[config.mk]
export PLATFORM = sky130hd
export DESIGN_NAME = periodic_trigger_scheduler_flat
export DESIGN_NICKNAME = d
export VERILOG_FILES = /design/src/design/pts_pkg.sv /design/src/design/pts_chan_if.sv /design/src/design/pts_ram.sv /design/src/design/periodic_trigger_scheduler.sv /design/src/flat_wrapper.sv
export SDC_FILE = /design/constraint.sdc
export NUM_CORES = 2
export LEC_CHECK = 0
export BUFFER_PORTS_ARGS = -buffer_cell sky130_fd_sc_hd__buf_2
export CAP_MARGIN = 20
export CORE_MARGIN = 1.5
export CORE_UTILIZATION = 35
export CTS_CLUSTER_DIAMETER = 150
export CTS_CLUSTER_SIZE = 25
export DETAILED_ROUTE_END_ITERATION = 10
export GPL_TIMING_DRIVEN = 1
export PLACE_DENSITY = 0.5
export SYNTH_ARGS = -nofsm -noshare
export SYNTH_HDL_FRONTEND = slang
export SYNTH_SLANG_ARGS = --single-unit
[constraint.sdc]
create_clock -name clk -period 18.4 [get_ports clk]
set_clock_uncertainty 0.05 [all_clocks]
set_input_delay 1.84 -clock clk [delete_from_list [all_inputs] [get_ports clk]]
set_output_delay 1.84 -clock clk [all_outputs]
set_load 0.02 [all_outputs]
[src/design/pts_pkg.sv]
// ----------------------------------------------------------------------------
// pts_pkg: shared types and constants of the periodic trigger scheduler
// Holds the channel payloads, the stored trigger entry and the mode and
// result codes.
// ----------------------------------------------------------------------------
package pts_pkg;

    // Request codes carried in the mode field of an input item.
    localparam logic [1:0] MODE_TICK   = 2'd0;
    localparam logic [1:0] MODE_ADD    = 2'd1;
    localparam logic [1:0] MODE_REMOVE = 2'd2;

    // Result codes carried in the kind field of a result item.
    localparam logic [1:0] KIND_FIRED   = 2'd0;
    localparam logic [1:0] KIND_ADD_OK  = 2'd1;
    localparam logic [1:0] KIND_ADD_REJ = 2'd2;

    // At most this many triggers fire on one tick.
    localparam int MAX_RESULTS = 16;
    localparam int FIRED_W     = $clog2(MAX_RESULTS + 1);

    // Input item.
    typedef struct packed {
        logic [1:0]  mode;
        logic [7:0]  trigger_id;
        logic [15:0] period_ms;
        logic        repeat_req;
        logic        allow_drift;
    } pts_in_t;

    // Result item.
    typedef struct packed {
        logic [1:0]  kind;
        logic [7:0]  event_id;
        logic [15:0] event_period;
        logic        last;
    } pts_out_t;

    // Configuration write.
    typedef struct packed {
        logic [15:0] ticks_per_ms;
    } pts_cfg_t;

    // One trigger as held in the table memory.
    typedef struct packed {
        logic [7:0]  ident;
        logic [15:0] period;
        logic        drift;
        logic        repeat_en;
        logic [31:0] expiry;
        logic [31:0] order;
    } pts_entry_t;

endpackage

[src/design/pts_chan_if.sv]
// ----------------------------------------------------------------------------
// pts_chan_if: valid/ready channel
// Carries one payload item per handshake from a source to a sink.
// ----------------------------------------------------------------------------
interface pts_chan_if #(
    parameter type payload_t = logic
);
    logic     valid;
    logic     ready;
    payload_t data;

    modport source (output valid, output data, input ready);
    modport sink   (input valid, input data, output ready);
endinterface

[src/design/pts_ram.sv]
// ----------------------------------------------------------------------------
// pts_ram: generic single-write, single-read memory
// One write port and one read port with registered read data.
// ----------------------------------------------------------------------------
module pts_ram #(
    parameter int WIDTH = 8,
    parameter int DEPTH = 16
) (
    input  logic                                   clk,
    input  logic                                   wr_en,
    input  logic [(DEPTH > 1 ? $clog2(DEPTH) : 1)-1:0] wr_addr,
    input  logic [WIDTH-1:0]                       wr_data,
    input  logic                                   rd_en,
    input  logic [(DEPTH > 1 ? $clog2(DEPTH) : 1)-1:0] rd_addr,
    output logic [WIDTH-1:0]                       rd_data
);
    logic [WIDTH-1:0] mem [DEPTH];

    // Write port.
    always_ff @(posedge clk)
    begin
        if (wr_en)
        begin
            mem[wr_addr] <= wr_data;
        end
    end

    // Registered read port.
    always_ff @(posedge clk)
    begin
        if (rd_en)
        begin
            rd_data <= mem[rd_addr];
        end
    end
endmodule

[src/design/periodic_trigger_scheduler.sv]
// ----------------------------------------------------------------------------
// periodic_trigger_scheduler: table of periodic and one-shot triggers
// Adds and removes triggers and, on each tick, fires up to MAX_RESULTS expired ones,
// earliest expiry first, re-arming the repeating ones.
// ----------------------------------------------------------------------------
//
//  Channel | Role   | Payload    | Meaning
//  --------+--------+------------+--------------------------------------------
//  cmd     | sink   | pts_in_t   | tick, add trigger or remove triggers by id
//  evt     | source | pts_out_t  | fired trigger, add accepted or rejected
//  cfg     | sink   | pts_cfg_t  | ticks per millisecond, always ready
//
//  One item is taken at a time; cmd is ready only while the sequencer idles.
//  An add searches the valid bits for the lowest free slot, computes the
//  expiry and writes the entry. A remove makes one pass over the table. A tick
//  makes one selection pass per fired or dropped trigger plus one, and fires
//  or re-arms each trigger it picks. Each pass reads the table through the
//  single memory read port, one entry per cycle. Reset empties the table
//  through per-entry valid flip-flops, so no clearing pass is needed;
//  ticks_per_ms resets to 1. A stalled evt holds the sequencer at its next
//  result until the waiting result is taken.
// ----------------------------------------------------------------------------
module periodic_trigger_scheduler #(
    parameter int TABLE_DEPTH = 16
) (
    input  logic clk,
    input  logic rst_n,
    pts_chan_if.sink   cmd,
    pts_chan_if.source evt,
    pts_chan_if.sink   cfg
);
    import pts_pkg::*;

    localparam int IDX_W = (TABLE_DEPTH > 1) ? $clog2(TABLE_DEPTH) : 1;
    localparam int CNT_W = $clog2(TABLE_DEPTH + 1);
    localparam logic [IDX_W-1:0] LAST_IDX = IDX_W'(TABLE_DEPTH - 1);
    localparam logic [CNT_W-1:0] CNT_END  = CNT_W'(TABLE_DEPTH);
    localparam logic [FIRED_W-1:0] FIRED_CAP = FIRED_W'(MAX_RESULTS);

    typedef enum logic [3:0] {
        S_IDLE,
        S_ADD_FIND,
        S_ADD_MUL,
        S_ADD_WR,
        S_ADD_REJ,
        S_REM_SCAN,
        S_TICK_SCAN,
        S_TICK_PICK,
        S_TICK_FIRE,
        S_TICK_REARM,
        S_TICK_END
    } state_t;

    // Registers and their next values.
    state_t                   state_reg,    state_next;
    logic [31:0]              now_reg,      now_next;
    logic [31:0]              order_reg,    order_next;
    logic [15:0]              tpm_reg,      tpm_next;
    logic [TABLE_DEPTH-1:0]   valid_reg,    valid_next;
    logic [TABLE_DEPTH-1:0]   pend_reg,     pend_next;
    logic [CNT_W-1:0]         cnt_reg,      cnt_next;
    logic                     dvld_reg,     dvld_next;
    logic [IDX_W-1:0]         didx_reg,     didx_next;
    logic                     first_reg,    first_next;
    logic                     best_vld_reg, best_vld_next;
    logic [IDX_W-1:0]         best_idx_reg, best_idx_next;
    logic [31:0]              best_age_reg, best_age_next;
    pts_entry_t               best_reg,     best_next;
    logic [FIRED_W-1:0]       fired_reg,    fired_next;
    logic                     held_vld_reg, held_vld_next;
    logic [7:0]               held_id_reg,  held_id_next;
    logic [15:0]              held_per_reg, held_per_next;
    logic [31:0]              prod_reg,     prod_next;
    pts_in_t                  cmd_reg,      cmd_next;
    logic                     out_vld_reg,  out_vld_next;
    pts_out_t                 out_reg,      out_next;

    // Memory port signals.
    logic                     ram_wr_en;
    logic [IDX_W-1:0]         ram_wr_addr;
    pts_entry_t               ram_wr_data;
    logic                     ram_rd_en;
    logic [IDX_W-1:0]         ram_rd_addr;
    pts_entry_t               rd_ent;

    // Shared datapath signals.
    logic                     out_free;
    logic [IDX_W-1:0]         cnt_idx;
    logic [15:0]              mul_per;
    logic [31:0]              age;
    logic [31:0]              odiff;
    logic                     cand;
    logic                     better;
    logic [31:0]              rearm_base;

    // Trigger table memory.
    pts_ram #(
        .WIDTH ($bits(pts_entry_t)),
        .DEPTH (TABLE_DEPTH)
    ) u_table (
        .clk     (clk),
        .wr_en   (ram_wr_en),
        .wr_addr (ram_wr_addr),
        .wr_data (ram_wr_data),
        .rd_en   (ram_rd_en),
        .rd_addr (ram_rd_addr),
        .rd_data (rd_ent)
    );

    // Channel outputs.
    assign cmd.ready = (state_reg == S_IDLE);
    assign cfg.ready = 1'b1;
    assign evt.valid = out_vld_reg;
    assign evt.data  = out_reg;
    assign out_free  = !out_vld_reg || evt.ready;

    // Scan address and read issue.
    assign cnt_idx     = cnt_reg[IDX_W-1:0];
    assign ram_rd_addr = cnt_idx;
    assign ram_rd_en   = ((state_reg == S_REM_SCAN) || (state_reg == S_TICK_SCAN))
                         && (cnt_reg < CNT_END);

    // Expiry age and firing order of the entry coming out of the memory.
    assign age    = now_reg - rd_ent.expiry;
    assign odiff  = rd_ent.order - best_reg.order;
    assign cand   = first_reg ? (valid_reg[didx_reg] && (age != 32'd0) && !age[31])
                              : pend_reg[didx_reg];
    assign better = !best_vld_reg || (age > best_age_reg)
                    || ((age == best_age_reg) && odiff[31]);

    // Shared multiplier operand and re-arm base time.
    assign mul_per    = (state_reg == S_TICK_FIRE) ? best_reg.period : cmd_reg.period_ms;
    assign rearm_base = best_reg.drift ? now_reg : best_reg.expiry;

    // Sequencer next-state and datapath logic.
    always_comb
    begin
        state_next    = state_reg;
        now_next      = now_reg;
        order_next    = order_reg;
        tpm_next      = tpm_reg;
        valid_next    = valid_reg;
        pend_next     = pend_reg;
        cnt_next      = cnt_reg;
        dvld_next     = ram_rd_en;
        didx_next     = cnt_idx;
        first_next    = first_reg;
        best_vld_next = best_vld_reg;
        best_idx_next = best_idx_reg;
        best_age_next = best_age_reg;
        best_next     = best_reg;
        fired_next    = fired_reg;
        held_vld_next = held_vld_reg;
        held_id_next  = held_id_reg;
        held_per_next = held_per_reg;
        prod_next     = prod_reg;
        cmd_next      = cmd_reg;
        out_vld_next  = out_vld_reg && !evt.ready;
        out_next      = out_reg;
        ram_wr_en     = 1'b0;
        ram_wr_addr   = didx_reg;
        ram_wr_data   = rd_ent;

        // Configuration writes are taken in any state.
        if (cfg.valid)
        begin
            tpm_next = cfg.data.ticks_per_ms;
        end

        // Scan counter advances one entry per issued read.
        if (ram_rd_en)
        begin
            cnt_next = cnt_reg + CNT_W'(1);
        end

        unique case (state_reg)
            S_IDLE:
            begin
                if (cmd.valid)
                begin
                    cmd_next      = cmd.data;
                    cnt_next      = '0;
                    best_vld_next = 1'b0;
                    unique case (cmd.data.mode)
                        MODE_TICK:
                        begin
                            now_next      = now_reg + 32'd1;
                            first_next    = 1'b1;
                            fired_next    = '0;
                            held_vld_next = 1'b0;
                            state_next    = S_TICK_SCAN;
                        end
                        MODE_ADD:
                        begin
                            state_next = (cmd.data.trigger_id == 8'd0) ? S_ADD_REJ
                                                                       : S_ADD_FIND;
                        end
                        MODE_REMOVE:
                        begin
                            state_next = S_REM_SCAN;
                        end
                        default:
                        begin
                            state_next = S_IDLE;
                        end
                    endcase
                end
            end

            // Search the valid bits for the lowest free slot.
            S_ADD_FIND:
            begin
                if (!valid_reg[cnt_idx])
                begin
                    state_next = S_ADD_MUL;
                end
                else if (cnt_idx == LAST_IDX)
                begin
                    state_next = S_ADD_REJ;
                end
                else
                begin
                    cnt_next = cnt_reg + CNT_W'(1);
                end
            end

            S_ADD_MUL:
            begin
                prod_next  = 32'(tpm_reg) * 32'(mul_per);
                state_next = S_ADD_WR;
            end

            // Store the new trigger and report it.
            S_ADD_WR:
            begin
                if (out_free)
                begin
                    ram_wr_en             = 1'b1;
                    ram_wr_addr           = cnt_idx;
                    ram_wr_data.ident     = cmd_reg.trigger_id;
                    ram_wr_data.period    = cmd_reg.period_ms;
                    ram_wr_data.drift     = cmd_reg.allow_drift;
                    ram_wr_data.repeat_en = cmd_reg.repeat_req;
                    ram_wr_data.expiry    = now_reg + prod_reg;
                    ram_wr_data.order     = order_reg;
                    valid_next[cnt_idx]   = 1'b1;
                    order_next            = order_reg + 32'd1;
                    out_vld_next          = 1'b1;
                    out_next              = '{KIND_ADD_OK, cmd_reg.trigger_id,
                                              cmd_reg.period_ms, 1'b1};
                    state_next            = S_IDLE;
                end
            end

            S_ADD_REJ:
            begin
                if (out_free)
                begin
                    out_vld_next = 1'b1;
                    out_next     = '{KIND_ADD_REJ, cmd_reg.trigger_id,
                                     cmd_reg.period_ms, 1'b1};
                    state_next   = S_IDLE;
                end
            end

            // Zero the period of every valid entry with the requested id.
            S_REM_SCAN:
            begin
                if (dvld_reg)
                begin
                    if (valid_reg[didx_reg] && (rd_ent.ident == cmd_reg.trigger_id))
                    begin
                        ram_wr_en          = 1'b1;
                        ram_wr_data.period = 16'd0;
                    end
                    if (didx_reg == LAST_IDX)
                    begin
                        state_next = S_IDLE;
                    end
                end
            end

            // One pass over the table: mark due entries and pick the first to go.
            S_TICK_SCAN:
            begin
                if (dvld_reg)
                begin
                    if (first_reg)
                    begin
                        pend_next[didx_reg] = cand;
                    end
                    if (cand && better)
                    begin
                        best_vld_next = 1'b1;
                        best_idx_next = didx_reg;
                        best_age_next = age;
                        best_next     = rd_ent;
                    end
                    if (didx_reg == LAST_IDX)
                    begin
                        state_next = S_TICK_PICK;
                    end
                end
            end

            S_TICK_PICK:
            begin
                if (!best_vld_reg)
                begin
                    state_next = S_TICK_END;
                end
                else if (best_reg.period == 16'd0)
                begin
                    // A removed trigger is dropped silently and does not count.
                    valid_next[best_idx_reg] = 1'b0;
                    pend_next[best_idx_reg]  = 1'b0;
                    cnt_next                 = '0;
                    best_vld_next            = 1'b0;
                    first_next               = 1'b0;
                    state_next               = S_TICK_SCAN;
                end
                else if (fired_reg == FIRED_CAP)
                begin
                    state_next = S_TICK_END;
                end
                else
                begin
                    state_next = S_TICK_FIRE;
                end
            end

            // Release the previous firing, now known not to be the last one.
            S_TICK_FIRE:
            begin
                if (!held_vld_reg || out_free)
                begin
                    if (held_vld_reg)
                    begin
                        out_vld_next = 1'b1;
                        out_next     = '{KIND_FIRED, held_id_reg, held_per_reg, 1'b0};
                    end
                    held_vld_next           = 1'b1;
                    held_id_next            = best_reg.ident;
                    held_per_next           = best_reg.period;
                    fired_next              = fired_reg + FIRED_W'(1);
                    pend_next[best_idx_reg] = 1'b0;
                    prod_next               = 32'(tpm_reg) * 32'(mul_per);
                    if (best_reg.repeat_en)
                    begin
                        state_next = S_TICK_REARM;
                    end
                    else
                    begin
                        valid_next[best_idx_reg] = 1'b0;
                        cnt_next                 = '0;
                        best_vld_next            = 1'b0;
                        first_next               = 1'b0;
                        state_next               = S_TICK_SCAN;
                    end
                end
            end

            // Write back a repeating trigger with its next expiry.
            S_TICK_REARM:
            begin
                ram_wr_en          = 1'b1;
                ram_wr_addr        = best_idx_reg;
                ram_wr_data        = best_reg;
                ram_wr_data.expiry = rearm_base + prod_reg;
                ram_wr_data.order  = order_reg;
                order_next         = order_reg + 32'd1;
                cnt_next           = '0;
                best_vld_next      = 1'b0;
                first_next         = 1'b0;
                state_next         = S_TICK_SCAN;
            end

            // Release the final firing of this tick with the last mark.
            S_TICK_END:
            begin
                if (!held_vld_reg)
                begin
                    state_next = S_IDLE;
                end
                else if (out_free)
                begin
                    out_vld_next  = 1'b1;
                    out_next      = '{KIND_FIRED, held_id_reg, held_per_reg, 1'b1};
                    held_vld_next = 1'b0;
                    state_next    = S_IDLE;
                end
            end

            default:
            begin
                state_next = S_IDLE;
            end
        endcase
    end

    // State and registered outputs.
    always_ff @(posedge clk or negedge rst_n)
    begin
        if (!rst_n)
        begin
            state_reg    <= S_IDLE;
            now_reg      <= '0;
            order_reg    <= '0;
            tpm_reg      <= 16'd1;
            valid_reg    <= '0;
            pend_reg     <= '0;
            cnt_reg      <= '0;
            dvld_reg     <= 1'b0;
            didx_reg     <= '0;
            first_reg    <= 1'b0;
            best_vld_reg <= 1'b0;
            best_idx_reg <= '0;
            best_age_reg <= '0;
            best_reg     <= '0;
            fired_reg    <= '0;
            held_vld_reg <= 1'b0;
            held_id_reg  <= '0;
            held_per_reg <= '0;
            prod_reg     <= '0;
            cmd_reg      <= '0;
            out_vld_reg  <= 1'b0;
            out_reg      <= '0;
        end
        else
        begin
            state_reg    <= state_next;
            now_reg      <= now_next;
            order_reg    <= order_next;
            tpm_reg      <= tpm_next;
            valid_reg    <= valid_next;
            pend_reg     <= pend_next;
            cnt_reg      <= cnt_next;
            dvld_reg     <= dvld_next;
            didx_reg     <= didx_next;
            first_reg    <= first_next;
            best_vld_reg <= best_vld_next;
            best_idx_reg <= best_idx_next;
            best_age_reg <= best_age_next;
            best_reg     <= best_next;
            fired_reg    <= fired_next;
            held_vld_reg <= held_vld_next;
            held_id_reg  <= held_id_next;
            held_per_reg <= held_per_next;
            prod_reg     <= prod_next;
            cmd_reg      <= cmd_next;
            out_vld_reg  <= out_vld_next;
            out_reg      <= out_next;
        end
    end
endmodule

[src/flat_wrapper.sv]
// flat-port wrapper written by rule: the top's interface ports become plain ports
module periodic_trigger_scheduler_flat import pts_pkg::*;
#(
    parameter int TABLE_DEPTH = 16
)
  (clk, rst_n, cmd_valid, cmd_data, cmd_ready, evt_valid, evt_data, evt_ready, cfg_valid, cfg_data, cfg_ready);
  pts_chan_if #(.payload_t(pts_in_t)) cmd_i ();
  pts_chan_if #(.payload_t(pts_out_t)) evt_i ();
  pts_chan_if #(.payload_t(pts_cfg_t)) cfg_i ();
  input  logic clk;
  input  logic rst_n;
  input wire logic [$bits(cmd_i.valid)-1:0] cmd_valid;
  input wire logic [$bits(cmd_i.data)-1:0] cmd_data;
  output wire logic [$bits(cmd_i.ready)-1:0] cmd_ready;
  output wire logic [$bits(evt_i.valid)-1:0] evt_valid;
  output wire logic [$bits(evt_i.data)-1:0] evt_data;
  input wire logic [$bits(evt_i.ready)-1:0] evt_ready;
  input wire logic [$bits(cfg_i.valid)-1:0] cfg_valid;
  input wire logic [$bits(cfg_i.data)-1:0] cfg_data;
  output wire logic [$bits(cfg_i.ready)-1:0] cfg_ready;
  assign cmd_i.valid = cmd_valid;
  assign cmd_i.data = cmd_data;
  assign cmd_ready = cmd_i.ready;
  assign evt_valid = evt_i.valid;
  assign evt_data = evt_i.data;
  assign evt_i.ready = evt_ready;
  assign cfg_i.valid = cfg_valid;
  assign cfg_i.data = cfg_data;
  assign cfg_ready = cfg_i.ready;
  periodic_trigger_scheduler #(.TABLE_DEPTH(TABLE_DEPTH)) u_core (.clk(clk), .rst_n(rst_n), .cmd(cmd_i), .evt(evt_i), .cfg(cfg_i));
endmodule
==> flow_metrics.tcl <==
set metrics [dict create \
    timing.rr.start "u_core.now_reg[0]" \
    crit_family "simple AND/OR/NAND/NOR gates" \
    cts_resized 0 \
    crit_arrival_ps 9210 \
    fin_tns_setup_ps 0 \
    track_usage 0.179 \
    relSlewSlack 0.236 \
    synthFlopType "edfxtp_1" \
    reg2reg_depth 26 \
    grt_overflow 0 \
    dr.pass1.iters 7 \
    syn2layout_area_growth_pct 8.44 \
    largest_register_ffs 1440 \
    r2r_end "u_core.best_age_reg[5]" \
    h-tree-depth 3 \
    synth_top_area_frac 0.516 \
    post-route-min-period_ps 8620 \
    rrSetupSlack_ps 9780 \
    final_util 0.381 \
    setup_ws_ps 9780 \
    max_freq_ghz 0.116 \
    grt_pass1_wl_mm 342 \
    clk_path_buf_depth 3 \
    syn_nets 6123 \
    max_stage_delay_ps 890 \
    start_kind "flop" \
    core_sq_um 253000 \
    die_w_um 507 \
    rsz0062_at_grt "false" \
    nets 6182 \
    min_path_type "reg2reg" \
    antenna_found_initial 10 \
    synth_area_sq_um 89100 \
    post_cts_buffers 0 \
    io_pins 79 \
    path_buf_inv 5 \
    syn_avg_cell_area_sq_um 15.9 \
    endpoint_kind "flop" \
    report.final.slew_viol_count 0 \
    fillers 23561 \
    die_area_sq_um 258000 \
    grt_max_degree 140 \
    grt_pass1_vias 50062 \
    syn_inst 5610 \
    routabilityCongestion 0.824 \
    cts_inserted_buffers 87 \
    min_from "u_core.order_reg[31]" \
    synth_edf_count 1530 \
    synth.ff_latch_count 1900 \
    ys_types 80 \
    maxCapViolations 0 \
    die_h_um 507 \
    outcome "completed" \
    hold_violations 0 \
    route.vias.total 48713 \
    whs_endpoint "u_core.order_reg[31]" \
    dpl_cell_area_sq_um 93900 \
    setup_violations 0 \
    io_buffers 77 \
    final_cell_mix "1530 x edfxtp_1, 510 x nand2_1, 462 x mux4_2, 387 x inv_1, 365 x dfrtp_1" \
    fin_area_sq_um 96600 \
    insertion_delay_ps 790 \
    synth_largest_area_cell "edfxtp_1" \
    dp_slack_ps 9730 \
    required_ps 18980 \
    drt-initial-drc-count 4209 \
    path_max_fanout 64 \
    wl_per_cell_um 25.4 \
    holdPathStages 1 \
    wl_mm 231 \
    yosysSeqAreaShare 0.620 \
    async_flop_share 0.195 \
    rows 185 \
    ys_warn_count 0 \
    dp_hpwl_mm 141 \
    cts_sinks 1900 \
    layout_commonest_cell "edfxtp_1" \
    drc 0 \
    vias_per_cell 5.35 \
    ctsHoldBuffers 0 \
    cts_tree "built" \
    clk_pin_slew_ps 100 \
    period_share 0.469 \
    ant_nets 0 \
    drive_above_1_share 0.178 \
    yosys-top-cells-area "edfxtp_1 52%, mux4_2 12%, dfrtp_1 10%, fa_1 4.4%, ha_1 3.8%" \
    worstMarginPinSlew_ps 1140 \
    root_buffer "clkbuf_16" \
    crit_type "reg2reg" \
    start_util 0.351 \
    worst_path_max_delay_cell "buf_4" \
]
==> area by class of cell <==
type	instances	area (sq um)	area share
Sequential cell	1900	55200	0.572
Multi-Input combinational cell	3088	31600	0.327
Tap cell	3366	4210	0.0436
Clock buffer	152	2460	0.0255
Inverter	387	1450	0.0150
Timing Repair Buffer	205	1450	0.0150
Clock inverter	9	180	0.00187
Antenna cell	2	5.00	0.0000518
==> worst max path at each step <==
stage,start,to,slack [ps],cells past startpoint
2_1_floorplan,u_core.state_reg[3],u_core.cnt_reg[2],9880,6
3_3_place_gp,u_core.now_reg[0],u_core.best_age_reg[6],9790,26
3_5_place_dp,u_core.now_reg[0],u_core.best_age_reg[3],9730,26
4_1_cts,u_core.now_reg[0],u_core.best_age_reg[3],9670,26
5_1_grt,u_core.now_reg[0],u_core.best_age_reg[6],9310,26
6_report,u_core.now_reg[0],u_core.best_age_reg[5],9780,26
==> worst register-to-register path: cells and delay by family (launching register included) <==
kind                       cells  cell delay [ps]
AOI/OAI and AO/OA              7             1820
muxes                          1              520
DFF                            1              470
adders and majority gates      3              910
buffers and inverters          5             2090
and+or+nand+nor               10             2660
==> logic make-up after synthesis <==
kind of cell	Yosys count	share of synthesized area
AOI/OAI and AO/OA	631	0.0457
xor gates and xnor gates	177	0.0174
adders and majority gates	464	0.0818
buffers and inverters	622	0.0274
DFF	1900	0.620
muxes	743	0.152
other	1	0.0000421
and+or+nand+nor	1072	0.0561
==> synthesized netlist by cell type, drive strengths merged, types with 34 or more instances <==
library cell / count
nor3: 39
fa: 197
a21o: 85
ha: 267
nand4: 55
mux4: 462
nand2: 510
nand3: 62
nor2: 146
edfxtp: 1530
xnor2: 107
and3: 34
and2: 112
inv: 387
dfrtp: 369
o21ai: 195
clkbuf: 183
buf: 52
mux2: 244
a21oi: 139
mux2i: 37
xor2: 70
==> per-layer routing <==
metal,GRT usage,wire [um],vias up
met5,0,13,-
met4,0.0347,4440,2
li1,-,-,21267
met1,0.255,105000,26289
met3,0.0177,8750,208
met2,0.298,113000,947
==> per-stage QoR <==
stage	cells	hold slack, ps
floorplan	5610	349
global placement	8941	420
detailed placement	8942	418
CTS	9103	433
global route	9108	460
finish	9109	429
Power is left out: the tool's default activity adds up to more than one toggle a clock period on the data nets, which glitch-free logic cannot reach.
